### src/rtl/core/mesh_bilinear_interpolator_assert.svh
// ----------------------------------------------------------------------------
// Assertion macros for the mesh bilinear interpolator
// Implication checks clocked on the rising edge and idle during reset.
// ----------------------------------------------------------------------------
`ifndef MESH_BILINEAR_INTERPOLATOR_ASSERT_SVH
`define MESH_BILINEAR_INTERPOLATOR_ASSERT_SVH

// Same-cycle implication.
`define MBI_ASSERT_NOW(lbl, clk, rstn, ante, cons) \
    lbl: assert property (@(posedge clk) disable iff (!rstn) (ante) |-> (cons)) \
        else $error("mbi assertion failed in %m");

// Next-cycle implication.
`define MBI_ASSERT_NEXT(lbl, clk, rstn, ante, cons) \
    lbl: assert property (@(posedge clk) disable iff (!rstn) (ante) |=> (cons)) \
        else $error("mbi assertion failed in %m");

`endif

### src/rtl/core/mbi_pkg.sv
// ----------------------------------------------------------------------------
// mbi_pkg
// Status codes, mask codes and the sideband record shared by the interpolator.
// ----------------------------------------------------------------------------
package mbi_pkg;

    typedef enum logic [2:0] {
        ST_BILINEAR  = 3'd0,
        ST_Y_ONLY    = 3'd1,
        ST_X_ONLY    = 3'd2,
        ST_KEEP      = 3'd3,
        ST_INVALID   = 3'd4,
        ST_ZERO_SPAN = 3'd5
    } status_t;

    // Sideband that travels with every transaction through the back end.
    typedef struct packed {
        status_t status;
        logic    special;   // result is forced to zero
    } meta_t;

    localparam int META_W = $bits(meta_t);

    localparam logic [3:0] MASK_ALL      = 4'b1111;
    localparam logic [3:0] MASK_LEFT_COL = 4'b0101;
    localparam logic [3:0] MASK_RIGHT_COL = 4'b1010;
    localparam logic [3:0] MASK_LOW_ROW  = 4'b0011;
    localparam logic [3:0] MASK_UP_ROW   = 4'b1100;
    localparam logic [3:0] MASK_LL       = 4'b0001;
    localparam logic [3:0] MASK_LR       = 4'b0010;
    localparam logic [3:0] MASK_UL       = 4'b0100;
    localparam logic [3:0] MASK_UR       = 4'b1000;

    localparam int FIFO_DEPTH = 4;
    localparam int FIFO_PTR_W = 2;

endpackage

### src/rtl/core/mbi_fifo.sv
// ----------------------------------------------------------------------------
// mbi_fifo
// Short queue between the classifying front end and the arithmetic back end.
// ----------------------------------------------------------------------------
module mbi_fifo #(
    parameter int DW = 8
) (
    input  logic          aclk,
    input  logic          aresetn,
    input  logic          push,
    input  logic [DW-1:0] push_data,
    input  logic          pop,
    output logic [DW-1:0] pop_data,
    output logic          full,
    output logic          empty
);

    logic [DW-1:0] mem_reg [0:mbi_pkg::FIFO_DEPTH-1];
    logic [mbi_pkg::FIFO_PTR_W-1:0] wr_ptr_reg, wr_ptr_next;
    logic [mbi_pkg::FIFO_PTR_W-1:0] rd_ptr_reg, rd_ptr_next;
    logic [mbi_pkg::FIFO_PTR_W:0]   count_reg, count_next;

    assign full     = (count_reg == (mbi_pkg::FIFO_PTR_W+1)'(mbi_pkg::FIFO_DEPTH));
    assign empty    = (count_reg == '0);
    assign pop_data = mem_reg[rd_ptr_reg];

    always_comb begin
        wr_ptr_next = push ? wr_ptr_reg + 1'b1 : wr_ptr_reg;
        rd_ptr_next = pop ? rd_ptr_reg + 1'b1 : rd_ptr_reg;
        count_next  = count_reg + (mbi_pkg::FIFO_PTR_W+1)'(push)
                    - (mbi_pkg::FIFO_PTR_W+1)'(pop);
    end

    always_ff @(posedge aclk) begin
        if (!aresetn) begin
            wr_ptr_reg <= '0;
            rd_ptr_reg <= '0;
            count_reg  <= '0;
        end else begin
            wr_ptr_reg <= wr_ptr_next;
            rd_ptr_reg <= rd_ptr_next;
            count_reg  <= count_next;
        end
    end

    always_ff @(posedge aclk) begin
        if (push) begin
            mem_reg[wr_ptr_reg] <= push_data;
        end
    end

endmodule

### config.mk
export PLATFORM = sky130hd
export DESIGN_NAME = mbi_fifo
export DESIGN_NICKNAME = d
export VERILOG_FILES = /design/src/rtl/core/mesh_bilinear_interpolator_assert.svh /design/src/rtl/core/mbi_pkg.sv /design/src/rtl/core/mbi_fifo.sv
export SDC_FILE = /design/constraint.sdc
export NUM_CORES = 1
export LEC_CHECK = 0
export ABC_CLOCK_PERIOD_IN_PS = 1600
export BUFFER_PORTS_ARGS = -buffer_cell sky130_fd_sc_hd__buf_2
export CAP_MARGIN = 20
export CORE_MARGIN = 2
export CORE_UTILIZATION = 35
export DETAILED_ROUTE_END_ITERATION = 16
export GPL_TIMING_DRIVEN = 0
export SYNTH_ARGS = -nofsm -noshare
export SYNTH_HDL_FRONTEND = slang
export SYNTH_SLANG_ARGS = --single-unit
### constraint.sdc
create_clock -name aclk -period 1.6 [get_ports aclk]
set_clock_uncertainty 0.05 [all_clocks]
set_input_delay 0 -clock aclk [delete_from_list [all_inputs] [get_ports aclk]]
set_output_delay 0 -clock aclk [all_outputs]
set_load 0.02 [all_outputs]
==> flow_results.org <==
** Flow run
- Across the run, the number of max-cap violations was 0.

** CTS
- Clock insertion delay at the later pin of the skew report :: 0.29 ns
- The H-tree was split into 2 levels.
- TritonCTS built the clock tree.
- The number of clock buffers added by TritonCTS is 5.
- Clock-pin slew was measured on the worst setup and hold paths at 0.07 ns.
- Largest buffer count on any clock path :: 2
- Root Buffer :: clkbuf_8
- CTS sink cnt :: 41
- Once the clock tree was built, the setup fixing pass inserted 0 buffers.

** Logic synthesis
- Most common library cells after synthesis :: edfxtp_1 (32), dfxtp_1 (9), mux4_2 (8), inv_1 (7)
- Top cells by area in the synthesized netlist :: edfxtp_1 (60%), dfxtp_1 (11%), mux4_2 (11%), ha_1 (4.7%), and2_1 (2.3%)
- Proportion of netlist area held by the largest area contributor :: 0.600
- Synth warn :: 0
- The most used flip-flop cell after synthesis is edfxtp_1.
- Of the synthesized area, sequential elements account for 0.713.
- After synthesis, the netlist uses 18 different library cells.
- Library cell occupying the most area in the post-synthesis netlist :: edfxtp_1
- The synthesized design contains 32 enable-type register cells.
- A synthesized cell averages 18.8 um^2.
- Post-Syn Area :: 0.00160 mm^2
- Cell with the most instances after synthesis :: edfxtp_1
- After synthesis, the share of flip-flops with an asynchronous set or reset is 0.
- Synth Net Count :: 104
- Count of state elements after synthesis :: 41
- Post-synthesis instance total :: 85

** Global routing
- After global routing the overflow that remains totals 0.
- The number of antenna violations at the first check in global routing came to 0.
- First-pass GRT wire length :: 4.42 mm
- Entering global routing, the biggest net connects 13 pins.
- Vias in the first global route :: 907
- In the global route stage, overall resource usage came out at 0.120.

** STA
- Derived from the worst setup path, the maximum achievable clock frequency is 649 MHz.
- Setup violations remaining at the end of the flow were counted as 0.
- Pins Over Slew Limit :: 0
- Count of endpoints failing hold in the final timing report :: 0
- After routing, the total negative slack on setup checks comes to 0 ns.
- Min Tclk post-route :: 1.54 ns
- Measured against its own limit, the worst slew margin works out to 0.687.
- Actual transition at the worst max-transition pin :: 0.470 ns
- Final clock period utilization by the worst path :: 0.963

** Die
- Number of ports placed on the die boundary :: 22
- Horizontal extent of the die :: 71.6 um
- Die Ht :: 71.6 um
- The total area inside the core boundary comes to 0.00438 mm^2.
- Row generation in the floorplan step produced 24 rows.
- The floorplan step defined a die boundary enclosing 0.00513 mm^2.
- Effective utilization at floorplan :: 0.365

** Critical path
- In this run the worst path has a maximum fanout of 2.
- For the worst flop-to-flop path, the logic depth is 6.
- The most critical setup path has its endpoint at count_reg[1].
- STA puts the critical path data arrival time at 1.72 ns.
- Setup crit end kind :: flop
- By startpoint and endpoint, the worst setup path is classified as flop to flop.
- The startpoint identified for the worst register-to-register timing path is count_reg[0].
- STA classifies the critical path startpoint as a flop.
- The endpoint identified for the worst register-to-register timing path is count_reg[1].
- Required arrival time at the worst endpoint :: 1.78 ns
- Launch point of the critical path :: count_reg[0]
- Worst R2R Setup Slack :: 0.06 ns

** Route
- Drt initial violations :: 33
- The routed layout has 839 vias.
- Detail-routed net length per standard cell :: 15.1 um
- Number of remaining DRC errors :: 0
- Length of the first detailed-routing pass in iterations :: 4
- Remaining number of nets flagged by the antenna check after routing :: 0
- For this block, the routed nets add up to 2.67 mm of wire.
- Using the TritonRoute via totals, the vias-per-cell ratio works out to 4.74.

** Placement
- Detailed placement finished with a half-perimeter wire length of 1.82 mm.
- The congestion estimate from routability-driven global placement came to 0.711.
- The number of placed instances, taps included, is 158.
- IO buf count :: 21

** Pwr
- For this design the ratio of total power to cell area is 1240 mW/mm^2.
- Static Leak :: 0.751 nW
- VDD sags by at most 0.000515 V.

** Final layout
- Fraction of layout cells with a size suffix above 1 :: 0.368
- The count of cells in the finished layout, fillers not included, comes to 177.
- The repair_antennas step left the layout with diodes totalling 0.
- Total of fill cells in the finished design :: 397
- Compared with the post-synthesis result, the final layout area differs by 26.9%.
- # nets final :: 143
- Largest register FFs :: 32

** Run status
- Run status :: completed

** Worst hold path
- The worst hold path begins at push.
- The min-delay analysis places its worst path in the category input port to flop.
- The worst hold path passes through 3 cells.
==> placed cells by master (no fill, tap or decap), types with 2 or more instances in the layout <==
cell type	synthesis	layout
buf_2	0	21
xnor2_1	2	2
clkbuf_8	0	6
dlygate4sd3_1	0	11
inv_1	7	5
nor2_1	5	5
inv_2	0	2
and2_1	6	6
mux4_2	8	8
dfxtp_1	9	7
ha_1	6	4
edfxtp_1	32	32
ha_4	0	2
dfxtp_2	0	2
==> routing by layer <==
metal	wire [um]	track usage	part of all wire	vias to the layer above
met3	123	0.0338	0.046	7
met1	1140	0.137	0.43	415
met4	51	0.0503	0.019	0
met2	1350	0.209	0.51	24
met5	0	0	0	-
li1	-	-	-	393
==> report_power, final <==
part | switching (mW) | total, mW | leakage (nW) | internal, mW
Clock | 0.329 | 0.837 | 0.0585 | 0.508
Combinational | 0.208 | 0.414 | 0.323 | 0.206
Sequential | 0.0358 | 1.26 | 0.369 | 1.22
==> final cells by class <==
cell class,instances,area (um^2),share of cell area
Buffer,2,20.0,0.00986
Clock buffer,7,86.3,0.0425
Clock inverter,1,30.0,0.0148
Inverter,7,26.3,0.0129
Multi-Input combinational cell,35,444,0.219
Sequential cell,41,1140,0.563
Tap cell,52,65.1,0.0320
Timing Repair Buffer,32,215,0.106
==> worst min-delay path by stage <==
| stage | endpoint | slack [ns] |
|---|---|---|
| after floorplan | mem_reg[0][0] | 0.05 |
| after global placement | mem_reg[0][5] | 0.16 |
| after detailed placement | mem_reg[3][1] | 0.17 |
| after CTS | rd_ptr_reg[1] | 0.02 |
| after global routing | wr_ptr_reg[1] | 0.08 |
| final | wr_ptr_reg[1] | 0.05 |
==> repair_timing <==
item	CTS	global route
gates resized for setup	3	6
endpoints found under the hold margin	36	0
endpoints found under the setup margin	2	4
hold buffers	11	0
pin swaps	2	1
==> metrics by stage <==
stage               setup slack, ns  power (mW)  utilization  area (um^2)  hold WS, ns
floorplan                    0.0411        1.54            -         1600       0.0489
global placement            0.00817        1.64        0.404         1770        0.164
detailed placement          -0.0485        1.67        0.404         1770        0.172
CTS                        0.000745        2.53        0.457         2000       0.0196
global route               -0.00173        2.63        0.463         2030       0.0773
finish                       0.0590        2.51        0.463         2030       0.0509
==> cells by family (layout without fill, tap and decap cells) <==
| group | count (synthesis) | count (layout) | share of synthesized area |
|---|---|---|---|
| flops | 41 | 41 | 0.713 |
| simple gates | 14 | 14 | 0.0469 |
| mux | 9 | 9 | 0.119 |
| buf+inv | 9 | 49 | 0.0266 |
| fa+ha+maj | 7 | 7 | 0.0594 |
| xor+xnor | 3 | 3 | 0.0258 |
| compound gates | 2 | 2 | 0.00938 |
==> worst max-delay path: stages (launching register included) <==
cell and delay [ns]:
dfxtp_2 0.34, inv_2 0.05, ha_4 0.25, inv_2 0.03, ha_4 0.14, fa_2 0.51, and2_1 0.11
Power figures use the tool's default switching activity.
