[src/rtl/core/mesh_bilinear_interpolator_assert.svh]
// ----------------------------------------------------------------------------
// Assertion macros for the mesh bilinear interpolator
// Implication checks clocked on the rising edge and idle during reset.
// ----------------------------------------------------------------------------
`ifndef MESH_BILINEAR_INTERPOLATOR_ASSERT_SVH
`define MESH_BILINEAR_INTERPOLATOR_ASSERT_SVH

// Same-cycle implication.
`define MBI_ASSERT_NOW(lbl, clk, rstn, ante, cons) \
    lbl: assert property (@(posedge clk) disable iff (!rstn) (ante) |-> (cons)) \
        else $error("mbi assertion failed in %m");

// Next-cycle implication.
`define MBI_ASSERT_NEXT(lbl, clk, rstn, ante, cons) \
    lbl: assert property (@(posedge clk) disable iff (!rstn) (ante) |=> (cons)) \
        else $error("mbi assertion failed in %m");

`endif

[src/rtl/core/mbi_pkg.sv]
// ----------------------------------------------------------------------------
// mbi_pkg
// Status codes, mask codes and the sideband record shared by the interpolator.
// ----------------------------------------------------------------------------
package mbi_pkg;

    typedef enum logic [2:0] {
        ST_BILINEAR  = 3'd0,
        ST_Y_ONLY    = 3'd1,
        ST_X_ONLY    = 3'd2,
        ST_KEEP      = 3'd3,
        ST_INVALID   = 3'd4,
        ST_ZERO_SPAN = 3'd5
    } status_t;

    // Sideband that travels with every transaction through the back end.
    typedef struct packed {
        status_t status;
        logic    special;   // result is forced to zero
    } meta_t;

    localparam int META_W = $bits(meta_t);

    localparam logic [3:0] MASK_ALL      = 4'b1111;
    localparam logic [3:0] MASK_LEFT_COL = 4'b0101;
    localparam logic [3:0] MASK_RIGHT_COL = 4'b1010;
    localparam logic [3:0] MASK_LOW_ROW  = 4'b0011;
    localparam logic [3:0] MASK_UP_ROW   = 4'b1100;
    localparam logic [3:0] MASK_LL       = 4'b0001;
    localparam logic [3:0] MASK_LR       = 4'b0010;
    localparam logic [3:0] MASK_UL       = 4'b0100;
    localparam logic [3:0] MASK_UR       = 4'b1000;

    localparam int FIFO_DEPTH = 4;
    localparam int FIFO_PTR_W = 2;

endpackage

[src/rtl/core/mbi_front.sv]
// ----------------------------------------------------------------------------
// mbi_front
// Decodes the neighbour mask and maps every mode onto one bilinear form.
// ----------------------------------------------------------------------------
module mbi_front #(
    parameter int W = 32
) (
    input  logic [3:0]          present_mask,
    input  logic signed [W-1:0] x_low,
    input  logic signed [W-1:0] x_high,
    input  logic signed [W-1:0] y_low,
    input  logic signed [W-1:0] y_high,
    input  logic signed [W-1:0] value_ll,
    input  logic signed [W-1:0] value_lr,
    input  logic signed [W-1:0] value_ul,
    input  logic signed [W-1:0] value_ur,
    input  logic signed [W-1:0] target_x,
    input  logic signed [W-1:0] target_y,
    output logic [mbi_pkg::META_W+4*W+6*(W+1)-1:0] entry
);

    logic signed [W:0] xl, xh, yl, yh, tx, ty;
    logic signed [W:0] dxh_f, dxl_f, dyh_f, dyl_f, sx_f, sy_f;
    logic signed [W:0] dxh, dxl, dyh, dyl, sx, sy;
    logic signed [W-1:0] vll, vlr, vul, vur;
    mbi_pkg::meta_t meta;
    mbi_pkg::status_t mode;

    assign xl = {x_low[W-1], x_low};
    assign xh = {x_high[W-1], x_high};
    assign yl = {y_low[W-1], y_low};
    assign yh = {y_high[W-1], y_high};
    assign tx = {target_x[W-1], target_x};
    assign ty = {target_y[W-1], target_y};

    assign dxh_f = xh - tx;
    assign dxl_f = tx - xl;
    assign dyh_f = yh - ty;
    assign dyl_f = ty - yl;
    assign sx_f  = xh - xl;
    assign sy_f  = yh - yl;

    // Linear modes reuse the bilinear datapath: the unused axis gets a unit
    // weight on one side and a unit span, so N and D reduce to the 1-D form.
    always_comb begin
        vll  = value_ll;
        vlr  = value_lr;
        vul  = value_ul;
        vur  = value_ur;
        dxh  = dxh_f;
        dxl  = dxl_f;
        dyh  = dyh_f;
        dyl  = dyl_f;
        sx   = sx_f;
        sy   = sy_f;
        mode = mbi_pkg::ST_INVALID;
        unique case (present_mask)
            mbi_pkg::MASK_ALL: begin
                mode = mbi_pkg::ST_BILINEAR;
            end
            mbi_pkg::MASK_LEFT_COL, mbi_pkg::MASK_RIGHT_COL: begin
                mode = mbi_pkg::ST_Y_ONLY;
                vll  = (present_mask == mbi_pkg::MASK_LEFT_COL) ? value_ll : value_lr;
                vul  = (present_mask == mbi_pkg::MASK_LEFT_COL) ? value_ul : value_ur;
                vlr  = '0;
                vur  = '0;
                dxh  = (W+1)'(1);
                dxl  = '0;
                sx   = (W+1)'(1);
            end
            mbi_pkg::MASK_LOW_ROW, mbi_pkg::MASK_UP_ROW: begin
                mode = mbi_pkg::ST_X_ONLY;
                vll  = (present_mask == mbi_pkg::MASK_LOW_ROW) ? value_ll : value_ul;
                vlr  = (present_mask == mbi_pkg::MASK_LOW_ROW) ? value_lr : value_ur;
                vul  = '0;
                vur  = '0;
                dyh  = (W+1)'(1);
                dyl  = '0;
                sy   = (W+1)'(1);
            end
            mbi_pkg::MASK_LL, mbi_pkg::MASK_LR, mbi_pkg::MASK_UL, mbi_pkg::MASK_UR: begin
                mode = mbi_pkg::ST_KEEP;
            end
            default: begin
                mode = mbi_pkg::ST_INVALID;
            end
        endcase
    end

    always_comb begin
        meta.status  = mode;
        meta.special = 1'b1;
        if (mode == mbi_pkg::ST_BILINEAR || mode == mbi_pkg::ST_Y_ONLY ||
            mode == mbi_pkg::ST_X_ONLY) begin
            if (sx == '0 || sy == '0) begin
                meta.status = mbi_pkg::ST_ZERO_SPAN;
            end else begin
                meta.special = 1'b0;
            end
        end
    end

    assign entry = {meta, vll, vlr, vul, vur, dxh, dxl, dyh, dyl, sx, sy};

endmodule

[config.mk]
export PLATFORM = sky130hd
export DESIGN_NAME = mbi_front
export DESIGN_NICKNAME = d
export VERILOG_FILES = /design/src/rtl/core/mesh_bilinear_interpolator_assert.svh /design/src/rtl/core/mbi_pkg.sv /design/src/rtl/core/mbi_front.sv
export SDC_FILE = /design/constraint.sdc
export NUM_CORES = 1
export LEC_CHECK = 0
export BUFFER_PORTS_ARGS = -buffer_cell sky130_fd_sc_hd__buf_2
export CAP_MARGIN = 20
export CORE_AREA = 2 2 254 256
export DETAILED_ROUTE_END_ITERATION = 8
export DIE_AREA = 0 0 256 258
export PLACE_DENSITY_LB_ADDON = 0.08
export SLEW_MARGIN = 20
export SYNTH_ARGS = -nofsm -noshare
export SYNTH_HDL_FRONTEND = slang
export SYNTH_SLANG_ARGS = --single-unit
[constraint.sdc]
create_clock -name vclk -period 5.2
set_clock_uncertainty 0.05 [all_clocks]
set_input_delay 0.52 -clock vclk [all_inputs]
set_output_delay 0.52 -clock vclk [all_outputs]
set_load 0.01 [all_outputs]
==> results.json, run 1 <==
{
  "status": "finished, final reports clean",
  "netlist_instances": 1854,
  "synth_top_area_cell": "ha_1",
  "place_congestion": 0.987,
  "die_w_um": 256,
  "regArea_um2": 0,
  "worst_slew_pin_slew_ns": 0.806,
  "place_ws_ns": 0.0253,
  "yosysSeqAreaShare_pct": 0,
  "yosysUniqueCellTypes": 93,
  "clkbuf_count": 0,
  "vias": 16400,
  "antenna_found_initial": 21,
  "critical_path.cell_chain": "buf_2 > inv_1 > ha_1 > fa_1 > nand2b_1 > a21o_1 > a21o_2 > a2111oi_4 > o31ai_4 > o2bb2ai_1 > mux2i_1 > or3_2 > nor4_4 > nand4b_2 > buf_4 > nand4_1 > and3_1 > buf_2",
  "finalCritPeriodShare_pct": 95.8,
  "leakage_uw": 0.00947,
  "endpoint_kind": "output port",
  "peakVddDrop_v": 0.0000565,
  "cpMaxStageDelayCell": "or3_2",
  "fin_tns_setup_ns": 0,
  "rsz0062_at_grt": "false",
  "drive_gt1_share_pct": 31.0,
  "floorplan.initialDensity_pct": 19.5,
  "worstPathRequired_ns": 4.63,
  "report.final.hold_viol_count": 0,
  "clock.fmax_mhz": 201,
  "p_per_area_nw_per_um2": 158,
  "maxCapViolCount": 0,
  "via_per_inst": 4.91,
  "crit_top_cell": "buf_2",
  "dr.pass1.iters": 8,
  "pin_count": 654,
  "coreArea_um2": 63600,
  "max_stage_delay_ns": 0.51,
  "finalPower_uw": 2700,
  "synth_top_cell_area_share_pct": 19.5,
  "overflow": 0,
  "fin_ws_ns": 0.220,
  "report.final.slew_viol_count": 0,
  "synth_area_um2": 12400,
  "wl_per_cell_um": 21.8,
  "period_needed_ns": 4.98,
  "cp_max_fo": 5,
  "worstHoldStart": "value_ll[17]",
  "ant_nets": 0,
  "synth_area_per_cell_um2": 6.71,
  "num_rows": 93,
  "critPathArrivalTime_ns": 4.41,
  "grt_pass1_wl_um": 107000,
  "synth_nets": 2378,
  "io_buffers": 654,
  "grt_pass1_vias": 16600,
  "synth_warnings": 0,
  "die_area_um2": 66000,
  "die_y_um": 258,
  "worstHoldPathType": "input pin to output port",
  "synthToLayoutAreaGrowth_pct": 37.2,
  "synth_area_leaders": "ha_1, inv_1, a21oi_1, nor2_1, a21o_1",
  "seq_cell_count": 0,
  "grtUsageTotal_pct": 20.8,
  "drt_wl_total_um": 73000,
  "hold_path_end": "entry[311]",
  "mostFrequentLayoutCell": "buf_2",
  "startpoint_type": "input pin",
  "n_fill_cell": 7423,
  "fin_nets": 3015,
  "hold_depth": 4,
  "max_slew_margin_pct": 46.2,
  "hold_slack_ns": 1.29,
  "multiInputGateArea_um2": 11500,
  "finalSetupViolCount": 0,
  "drc": 0,
  "grt_max_degree": 67,
  "final_cell_mix": "buf_2, inv_1, nor2_1",
  "crit_type": "input pin to output port",
  "dp_hpwl_um": 64300,
  "drt-initial-drc-count": 920
}
==> critical path, delay by kind of cell <==
kind | cells | cell delay (ns)
AND/OR/NAND/NOR | 6 | 1.32
adder cells (fa/ha/maj) | 2 | 0.61
buffers and inverters | 4 | 0.59
AO/OA/AOI/OAI | 5 | 1.20
multiplexers | 1 | 0.15
==> cells in the mapped netlist (all sizes together), types with 4 or more instances <==
cell     instances
nand2           88
o211a            4
fa               6
or2b             5
a2111oi          9
o21bai          13
a21oi          158
a222oi          32
nand2b          41
ha             194
and3            51
nand4           23
nor2           208
nor2b           24
xnor2           76
nand3           33
o211ai          16
inv            217
a31oi           24
buf             10
a22o            66
o311a            5
and2            25
nor3b            8
nand4b           4
xor2            59
a311oi           6
a211o           10
nor4             5
o21a            26
mux2i           12
a21o            90
clkbuf          59
or2              9
nor3            37
o21ai           95
o31ai           11
a31o             4
a21boi           8
a211oi          21
or3             10
a22oi            4
==> per-stage QoR <==
stage / cell area [um2] / utilization, % / std cells
2_1_floorplan: 12400 / - / 1854
5_1_grt: 17100 / 26.8 / 3352
3_3_place_gp: 16900 / 26.5 / 3341
4_1_cts: 16900 / 26.5 / 3341
3_5_place_dp: 16900 / 26.5 / 3341
6_report: 17100 / 26.8 / 3352
==> worst max-delay path by stage <==
stage,cells past startpoint,to,start,slack (ns)
6_report,18,entry[327],x_high[0],0.22
5_1_grt,18,entry[329],x_high[0],0.0008
4_1_cts,20,entry[164],target_x[0],0.002
3_5_place_dp,20,entry[164],target_x[0],0.03
3_3_place_gp,17,entry[328],x_high[0],0.13
2_1_floorplan,16,entry[197],x_high[0],0.80
==> logic make-up (layout without fill, tap and decap cells) <==
| family | count (synthesis) | count (layout) | share of synthesized area [%] |
|---|---|---|---|
| mux | 13 | 13 | 1.06 |
| buf+inv | 286 | 921 | 9.19 |
| simple gates | 584 | 584 | 23.6 |
| other cells | 0 | 8 | 0 |
| xor+xnor | 135 | 135 | 9.51 |
| fa+ha+maj | 200 | 200 | 20.5 |
| compound gates | 636 | 636 | 36.2 |
==> power breakdown <==
group	internal (uW)	switching (uW)
logic	1090	1610
registers	0	0
clock network	0.000207	0
==> metal layers <==
layer | part of all wire (%) | wire length [um] | up-vias | track usage [%]
li1 | - | - | 8030 | -
met1 | 42 | 30900 | 7821 | 25.0
met2 | 50 | 36500 | 505 | 38.7
met3 | 4.9 | 3580 | 75 | 3.04
met4 | 2.6 | 1930 | 16 | 4.65
met5 | 0.13 | 92 | - | 0
==> layout make-up <==
cell class	count	area share, %
timing repair buffer	704	21.7
tap	855	6.27
inverter	217	4.77
antenna	8	0.117
multi-input combinational	1568	67.1
==> repair_timing <==
| item | 4_1_cts | 5_1_grt |
|---|---|---|
| hold buffers | 0 | 0 |
| buffers inserted | 0 | 1 |
| resized for setup | 0 | 18 |
| hold endpoints to repair | 0 | 0 |
| endpoints found under the setup margin | 0 | 8 |
(Power assumes the default switching activity.)
==> run 2: changes to the inputs <==
Settings changed: PLACE_DENSITY set to 0.47, PLACE_DENSITY_LB_ADDON 0.08 to unset.
==> results.json, run 2 (same netlist as run 1, synthesis figures left out) <==
{
  "status": "finished, final reports clean",
  "multiInputGateArea_um2": 11400,
  "grt_max_degree": 66,
  "ant_nets": 0,
  "overflow": 0,
  "stdcell_count": 3326,
  "worstPathRequired_ns": 4.63,
  "clkPwrFrac_pct": 0,
  "grt_pass1_vias": 15500,
  "critical_path.top_delay_family": "compound AO/OA/AOI/OAI gates",
  "pin_count": 654,
  "final_core_util_pct": 26.4,
  "place_congestion": 0.939,
  "rsz0062_at_grt": "false",
  "finalCritPeriodShare_pct": 94.7,
  "max_stage_delay_ns": 0.52,
  "crit_type": "input pin to output port",
  "dr.pass1.iters": 8,
  "max_slew_margin_pct": 22.8,
  "seqPwrFrac_pct": 0,
  "dp_hpwl_um": 54200,
  "report.final.hold_viol_count": 0,
  "floorplan.initialDensity_pct": 19.5,
  "critPathArrivalTime_ns": 4.36,
  "maxCapViolCount": 0,
  "wl_per_cell_um": 18.8,
  "mostFrequentLayoutCell": "buf_2",
  "grt_pass1_wl_um": 92500,
  "startpoint_type": "input pin",
  "clock.fmax_mhz": 203,
  "clkbuf_count": 0,
  "peakVddDrop_v": 0.0000789,
  "drt-initial-drc-count": 1132,
  "critPathBufInv": 4,
  "cpMaxStageDelayCell": "a211oi_1",
  "p_comb_share_pct": 100.0,
  "report.final.slew_viol_count": 0,
  "finalSetupViolCount": 0,
  "switchingPower_uw": 1530,
  "worst_slew_pin_slew_ns": 1.16,
  "post_cts_buffers": 0,
  "crit_top_cell": "a21o_1",
  "seq_cell_count": 0,
  "via_per_inst": 4.86,
  "place_inst": 3319,
  "io_buffers": 654,
  "drt_wl_total_um": 62500,
  "regArea_um2": 0,
  "p_int_uw": 1060,
  "die_area_um2": 66000,
  "period_needed_ns": 4.93,
  "die_w_um": 256,
  "num_rows": 93,
  "worstHoldPathType": "input pin to output port",
  "n_fill_cell": 7306,
  "endpoint_kind": "output port",
  "postLayoutCellArea_um2": 16800,
  "cp_max_fo": 3,
  "drive_gt1_share_pct": 30.2,
  "coreArea_um2": 63600,
  "die_y_um": 258,
  "critical_path.cell_chain": "buf_2 > inv_1 > ha_1 > inv_1 > fa_1 > a21o_1 > a21o_1 > a21boi_0 > o21bai_1 > a211oi_1 > o311ai_0 > a31o_2 > a21o_1 > a21o_1 > a21oi_1 > xor2_1 > nor2_1 > buf_2",
  "fin_nets": 2991,
  "vias": 16200,
  "synthToLayoutAreaGrowth_pct": 35.3,
  "p_per_area_nw_per_um2": 154,
  "drc": 0,
  "dpl-instance-area_um2": 16700,
  "leakage_uw": 0.00933,
  "switching_share_pct": 58.9,
  "grtUsageTotal_pct": 17.6,
  "final_cell_mix": "buf_2, inv_1, nor2_1",
  "antenna_found_initial": 15
}
[run 2: cell type report]
| cell class | instances | area share, % |
|---|---|---|
| multi-input cells | 1568 | 68.0 |
| repair buffers | 680 | 20.7 |
| well taps | 855 | 6.36 |
| inverters | 217 | 4.84 |
| diodes | 6 | 0.0892 |
[run 2: path summary, 6_finish.rpt]
| check | startpoint | to | slack (ns) | depth (start not counted) |
|---|---|---|---|---|
| setup / recovery | y_high[0] | entry[123] | 0.27 | 18 |
| hold / removal | value_ll[18] | entry[312] | 1.29 | 4 |
[run 2: repair_timing]
item / 4_1_cts / 5_1_grt
pin swaps: 0 / 1
gates resized for setup: 1 / 13
endpoints found under the setup margin: 1 / 7
hold buffers: 0 / 0
[run 2: layer usage]
| layer | vias up | track usage, % | part of all wire (%) | routed length (um) |
|---|---|---|---|---|
| met4 | 18 | 3.59 | 2.2 | 1400 |
| met2 | 658 | 29.5 | 45 | 28300 |
| met3 | 81 | 4.18 | 7.7 | 4820 |
| li1 | 8003 | - | - | - |
| met5 | - | 0 | 0.17 | 106 |
| met1 | 7406 | 22.9 | 45 | 27900 |
[run 2: per-stage QoR]
step                      worst slack (ns)  hold slack, ns  total power [uW]  setup TNS (ns)
after floorplan                      0.800            1.12              1550               0
final                                0.274            1.29              2590               0
after global routing              0.000716            1.31              2840               0
after global placement            -0.00678            1.28              2580        -0.00678
after detailed placement            0.0360            1.29              2560               0
after CTS                          0.00217            1.29              2580               0
[run 2: power by group through the flow]
stage	combinational (uW)	clock [uW]	sequential, uW
floorplan	1550	0	0
global placement	2580	0	0
detailed placement	2560	0	0
CTS	2580	0	0
global route	2840	0.0000258	0
finish	2590	0.000156	0
